`src/design/oaht_pkg.sv`:
```
// shared types and constants of the open address hash table
package oaht_pkg;

  localparam int KEY_W          = 16;
  localparam int VAL_W          = 16;
  localparam int CFG_W          = 9;
  localparam int SLOT_W         = 8;
  localparam int COLL_W         = 9;
  localparam int ST_W           = 2;
  localparam int DEF_CAPACITY   = 256;
  localparam int TABLE_SIZE_RST = 256;

  localparam logic FUNC_INSERT = 1'b0;
  localparam logic FUNC_FIND   = 1'b1;

  localparam logic [ST_W-1:0] ST_OK   = 2'd0;
  localparam logic [ST_W-1:0] ST_MISS = 2'd1;
  localparam logic [ST_W-1:0] ST_FULL = 2'd2;

  typedef struct packed {
    logic                    func;
    logic [KEY_W-1:0]        key;
    logic signed [VAL_W-1:0] value;
  } in_item_t;

  typedef struct packed {
    logic [ST_W-1:0]   status;
    logic [SLOT_W-1:0] slot;
    logic [COLL_W-1:0] collisions;
  } out_item_t;

  typedef struct packed {
    logic             occ;
    logic [KEY_W-1:0] key;
    logic [VAL_W-1:0] value;
  } mem_word_t;

  typedef enum logic [2:0] {
    S_CLEAR,
    S_IDLE,
    S_DIV,
    S_READ,
    S_CHECK
  } state_t;

  typedef struct packed {
    logic clr_step;
    logic accept;
    logic div_step;
    logic rd;
    logic chk;
  } ctrl_cmd_t;

  typedef struct packed {
    logic clr_done;
    logic full_now;
    logic div_last;
    logic chk_done;
  } dp_status_t;

endpackage

```
`src/design/oaht_ctrl.sv`:
```
// controller state machine of the open address hash table
module oaht_ctrl (
  input  logic                clk,
  input  logic                rst_n,
  input  logic                start,
  input  oaht_pkg::dp_status_t st,
  output oaht_pkg::ctrl_cmd_t  cmd,
  output logic                busy
);
  import oaht_pkg::*;

  state_t state_r;
  state_t state_nxt;

  always_ff @(posedge clk) begin
    if (!rst_n) begin
      state_r <= S_CLEAR;
    end else begin
      state_r <= state_nxt;
    end
  end

  always_comb begin
    state_nxt = state_r;
    unique case (state_r)
      S_CLEAR: begin
        if (st.clr_done) state_nxt = S_IDLE;
      end
      S_IDLE: begin
        if (start && !st.full_now) state_nxt = S_DIV;
      end
      S_DIV: begin
        if (st.div_last) state_nxt = S_READ;
      end
      S_READ: begin
        state_nxt = S_CHECK;
      end
      S_CHECK: begin
        state_nxt = st.chk_done ? S_IDLE : S_READ;
      end
      default: begin
        state_nxt = S_CLEAR;
      end
    endcase
  end

  always_comb begin
    cmd  = '0;
    busy = 1'b1;
    unique case (state_r)
      S_CLEAR: begin
        cmd.clr_step = 1'b1;
      end
      S_IDLE: begin
        busy       = 1'b0;
        cmd.accept = start;
      end
      S_DIV: begin
        cmd.div_step = 1'b1;
      end
      S_READ: begin
        cmd.rd = 1'b1;
      end
      S_CHECK: begin
        cmd.chk = 1'b1;
      end
      default: begin
        busy = 1'b1;
      end
    endcase
  end

endmodule

```
`config.mk`:
```
export PLATFORM = sky130hd
export DESIGN_NAME = oaht_ctrl
export DESIGN_NICKNAME = d
export VERILOG_FILES = /design/src/design/oaht_pkg.sv /design/src/design/oaht_ctrl.sv
export SDC_FILE = /design/constraint.sdc
export NUM_CORES = 1
export LEC_CHECK = 0
export ABC_AREA = 1
export BUFFER_PORTS_ARGS = -buffer_cell sky130_fd_sc_hd__buf_2
export CORE_AREA = 4 4 41 43
export CTS_BUF_LIST = sky130_fd_sc_hd__clkbuf_2
export CTS_CLUSTER_SIZE = 16
export DETAILED_ROUTE_END_ITERATION = 16
export DIE_AREA = 0 0 45 47
export PLACE_DENSITY = 0.46
export SLEW_MARGIN = 10
export SYNTH_ARGS = -nofsm -noshare
export SYNTH_HDL_FRONTEND = slang
export SYNTH_SLANG_ARGS = --single-unit
export TNS_END_PERCENT = 100
```
`constraint.sdc`:
```
create_clock -name clk -period 1.2 [get_ports clk]
set_clock_uncertainty 0.15 [all_clocks]
set_input_delay 0 -clock clk [delete_from_list [all_inputs] [get_ports clk]]
set_output_delay 0 -clock clk [all_outputs]
set_load 0.05 [all_outputs]
```
==> metrics.cfg, run 1 <==
[timing]
timing.final.ws_setup_ps=25.01
worst_slew_pin_slew_ps=253.6
setup_violations=0
rsz0062_at_grt=yes
fmax_mhz=851.1
period_needed_ps=1175
post-route-period-util_pct=97.92
report.final.slew_viol_count=0
slew_headroom_pct=82.94
hold_violations=0

[route]
viasPerCell=3.986
highest_layer=met3
wl_met3_microns=63
first_pass_iters=1
wirelength_microns=619
wl_per_cell_microns=8.479
wl_met1_microns=262
first_iter_violations=0
vias=291
ant_nets=0
drcViolationCount=0
wl_met2_microns=293

[synth]
synth_mux_area_share_pct=0
synth_top_family_by_area=simple AND/OR/NAND/NOR gates
synth_seq_cells=3
postSynthAreaPerCell_sq_um=5.818
yosys.area_share.simple_pct=48.39
synth_adder_area_share_pct=0
syn_inst=40
synth_nets=47
synth-xor-area-share_pct=0
syn_area_sq_um=232.7
ys_seq_area_share_pct=25.81
synth.distinct_cells=14
synth-compound-area-share_pct=4.839
ys_warn_count=0

[clock_network]
cts-root-buf=clkbuf_2
post_cts_buffers=0
clock_latency_ps=200
cts_sinks=3
clockBufferDepth=2
cts_tree=done
cts_buffers=3
path_clk_slew_ps=40
htree_num_levels=1

[die]
start_util_pct=17.88
die_x_microns=45
die-area_sq_um=2115
die_h_microns=47
core-area_sq_um=1301
rows=13
ios=13

[worst_hold_path]
hold_path.class=in -> reg

[placed_design]
pre_cts_slack_ps=35.71
dpl.cell_count=68
gp_congestion=0.7548
dp_hpwl_microns=460.4
portBuffers=12

[pwr]
powerDensity_nw_per_um2=2265
finalPower_mw=1.026
irDropWorstVdd_v=0.0009085
leakage_nw=0.2355

[finish]
multi_input_area_sq_um=165.2
final-seq-area_sq_um=68.82
syn2layout_area_growth_pct=94.62
fin_nets=66
reg_top3=state_r (3)
stdcell_count=73
diodes=0
drive_above_1_share_pct=56.90
top_register=state_r
largest_reg_flops=3
fillers=150

[grt]
grt_pass1_wl_microns=979
grt_max_degree=7
antenna_found_initial=0
gr-total-overflow=0
grt_pass1_vias=273
gr-usage-all-layers_pct=6.793

[critical_path]
path_max_fanout=6
crit_arrival_ps=1020
startpoint_type=flip-flop
worstSetupPathType=reg -> out
worst_setup_path_end_kind=primary output
worstPathRequired_ps=1050

[status]
outcome=complete, no violations

[job]
max-cap-violations=0

[worst max-delay path, cell delays in order, from the launching register on]
cell and delay [ps]:
dfxtp_4 420, inv_4 50, nor3_4 170, buf_6 180
[cells in the mapped netlist]
library cell | number | share of area, %
nor4_1 | 1 | 2.7
nor2_2 | 2 | 5.4
inv_1 | 10 | 16
nand4_1 | 1 | 2.7
a21oi_1 | 1 | 2.1
dfxtp_1 | 3 | 26
nor2_4 | 1 | 4.8
a31oi_1 | 1 | 2.7
nand3_2 | 1 | 4.3
nor3_1 | 1 | 2.1
nand3_1 | 4 | 8.6
nand2_1 | 5 | 8.1
nor2_1 | 6 | 9.7
inv_2 | 3 | 4.8
[final timing paths]
path / slack (ps) / cells after the start / start / end
max reg2reg: 100 / 8 / state_r[1]$_SDFFE_PN0P_ / state_r[1]$_SDFFE_PN0P_
min reg2reg: 390 / 2 / state_r[0]$_SDFFE_PN0P_ / state_r[2]$_SDFFE_PN0P_
min: 20 / 5 / st[1] / state_r[0]$_SDFFE_PN0P_
max: 30 / 3 / state_r[0]$_SDFFE_PN0P_ / cmd[1]
[metal layers]
| layer | track usage, % | up-vias |
|---|---|---|
| li1 | - | 158 |
| met1 | 7.045 | 122 |
| met2 | 10.17 | 11 |
| met3 | 4.981 | 0 |
| met4 | 3.509 | 0 |
| met5 | 0 | - |
[through the flow]
stage / utilization (%) / cell area (sq um) / TNS [ps] / hold slack [ps]
2_1_floorplan: - / 264.0 / -150.3 / -24.15
3_3_place_gp: 26.92 / 350.3 / 0 / 111.8
3_5_place_dp: 26.92 / 350.3 / 0 / 103.0
4_1_cts: 31.15 / 405.4 / -17.35 / 22.43
5_1_grt: 34.81 / 452.9 / -110.0 / 46.88
6_report: 34.81 / 452.9 / 0 / 21.42
[layout make-up]
type                            count  share of cell area (%)
Sequential cell                     3                   15.19
Tap cell                           15                   4.144
Multi-Input combinational cell     24                   36.46
Clock buffer                        4                   4.420
Inverter                           13                   13.54
Timing Repair Buffer               14                   26.24
[power by group]
group	switching, mW	internal, mW	total (mW)
logic	0.422	0.248	0.671
registers	0.0737	0.142	0.215
clock network	0.0522	0.0879	0.140
total	0.548	0.478	1.03
[cell usage in the layout, fill, tap and decap left out, drive strengths merged]
master        n
inv          13
buf          12
nor2          9
nand3         5
nand2         5
clkbuf        5
dfxtp         3
nor3          1
a21oi         1
a31oi         1
nor4          1
nand4         1
dlygate4sd3   1
[timing repair]
action	in CTS	in global routing
hold endpoints to repair	3	0
setup endpoints to repair	6	8
pin swaps	0	4
hold buffers	1	0
cloned	0	0
resized for setup	9	17
[kinds of logic after synthesis]
group,Yosys count
AOI/OAI and AO/OA,2
and+or+nand+nor,22
DFF,3
buffers and inverters,13
(Power assumes the default switching activity.)
==> inputs of run 2 (changes only) <==
PLACE_DENSITY = not set   (was 0.46)
==> run 2 against run 1 <==
  * Cell area is 1.1% lower
  * First-iteration DRC count rose by 4
  * Clock power is essentially flat
  * Critical endpoint unchanged
  * Routed wire length up 9.5%
==> metrics.cfg, run 2 (synthesis gave the netlist of run 1 again) <==
[die]
start_util_pct=17.88  ; unchanged
ios=13  ; unchanged
die-area_sq_um=2115  ; unchanged
die_h_microns=47  ; unchanged
die_x_microns=45  ; unchanged
rows=13  ; unchanged
core-area_sq_um=1301  ; unchanged

[critical_path]
worstPathRequired_ps=1050  ; about the same
path_max_fanout=4  ; -2
worst_setup_path_end_kind=primary output
startpoint_type=flip-flop
crit_arrival_ps=990  ; -30 ps
worstSetupPathType=reg -> out

[job]
max-cap-violations=0  ; unchanged

[finish]
layout_common_cells=inv_1 (9), buf_2 (6), buf_6 (5)
drive_above_1_share_pct=55.17  ; -1.7 points
diodes=0  ; unchanged
fin_nets=66  ; unchanged
reg_top3=state_r (3)
stdcell_count=73  ; unchanged
layout_commonest_cell=inv_1
final_util_pct=34.42  ; -0.38 points
largest_reg_flops=3  ; unchanged
top_register=state_r
syn2layout_area_growth_pct=92.47
design_area_sq_um=447.9  ; -1.1%

[grt]
gr-total-overflow=0  ; unchanged
use_met1_pct=8.844  ; +1.8 points
grt_pass1_vias=311  ; +14%
grtUsageMet3_pct=6.897  ; +1.9 points
grt_max_degree=7  ; unchanged
met2_usage_pct=13.28  ; +3.1 points
gr-usage-all-layers_pct=8.445  ; +1.7 points
busiest_layer=met2
antenna_found_initial=0  ; unchanged
grt_pass1_wl_mm=1.228  ; +25%

[clock_network]
clock_latency_ps=210  ; about the same
cts-root-buf=clkbuf_2
cts_sinks=3  ; unchanged
htree_num_levels=1  ; unchanged
post_cts_buffers=0  ; unchanged
path_clk_slew_ps=40  ; about the same
cts_tree=done
clockBufferDepth=2  ; unchanged
cts_buffers=3  ; unchanged

[timing]
fmax_mhz=875.1  ; +2.8%
report.final.slew_viol_count=0  ; unchanged
rsz0062_at_grt=yes
hold_violations=0  ; unchanged
whs_ps=31.85  ; +10.42 ps
setup_tns_ps=0  ; unchanged
setup_violations=0  ; unchanged
period_needed_ps=1143  ; -32.28 ps
slew_headroom_pct=84.51  ; +1.6 points
post-route-period-util_pct=95.23  ; -2.7 points
worst_slew_pin_slew_ps=230.2  ; -23.39 ps

[route]
wirelength_microns=678  ; +9.5%
viasPerCell=4.137  ; +3.8%
ant_nets=0  ; unchanged
first_pass_iters=2  ; +1
vias=302  ; +3.8%
wl_per_cell_microns=9.288  ; +9.5%
drcViolationCount=0  ; unchanged
first_iter_violations=4  ; +4

[pwr]
irDropWorstVdd_v=0.0006252  ; -31%
leakage_nw=0.2340  ; -0.65%
powerDensity_nw_per_um2=2250  ; -0.66%

[placed_design]
gp_congestion=0.7466  ; -1.1%
placed_cell_area_sq_um=350.3  ; unchanged
dpl.cell_count=68  ; unchanged
portBuffers=12  ; unchanged

[worst_hold_path]
hold_path.class=in -> reg

[status]
outcome=complete, no violations

## run 2: routing by layer
metal	vias up	wire (microns)	part of all wire, %
li1	156	-	-
met1	138	248	37
met2	8	368	54
met3	0	61	9.0
met4	0	0	0
met5	-	0	0
## run 2: area by class of cell
class | count | area, sq um
flip-flops and latches | 3 | 68.82
inverters | 13 | 56.30
clock buffers | 4 | 20.02
fillers | 146 | 853.3
repair buffers | 14 | 118.9
multi-input cells | 24 | 165.2
well taps | 15 | 18.77
## run 2: critical path, cell delays in order, from the launching register on
cell,delay [ps]
dfxtp_2,330
buf_6,130
nor3_4,160
buf_6,180
## run 2: power by group
group / internal [mW] / total, mW / switching [mW]
combinational: 0.233 / 0.659 / 0.426
sequential: 0.141 / 0.206 / 0.0646
clock: 0.0879 / 0.143 / 0.0550
total: 0.463 / 1.01 / 0.545
## run 2: worst paths after layout
kind / start / endpoint / slack (ps) / depth (start not counted)
worst max-delay path: state_r[2]$_SDFFE_PN0P_ / cmd[1] / 60 / 3
worst min-delay path: st[0] / state_r[1]$_SDFFE_PN0P_ / 30 / 6
worst max register to register: state_r[0]$_SDFFE_PN0P_ / state_r[1]$_SDFFE_PN0P_ / 90 / 5
worst min register to register: state_r[1]$_SDFFE_PN0P_ / state_r[2]$_SDFFE_PN0P_ / 400 / 2
## run 2: stage by stage
stage          total power [mW]  setup slack (ps)
5_1_grt                   1.092            -15.25
4_1_cts                  0.9447             6.832
6_report                  1.008             57.29
2_1_floorplan            0.6300            -86.59
3_5_place_dp             0.7350             26.50
3_3_place_gp             0.7307             40.12
## run 2: repair_timing
action,in CTS,in global routing
setup endpoints to repair,6,8
resized for setup,11,12
cloned,0,0
pin swaps,0,4
hold endpoints to repair,3,0
hold buffers,1,0
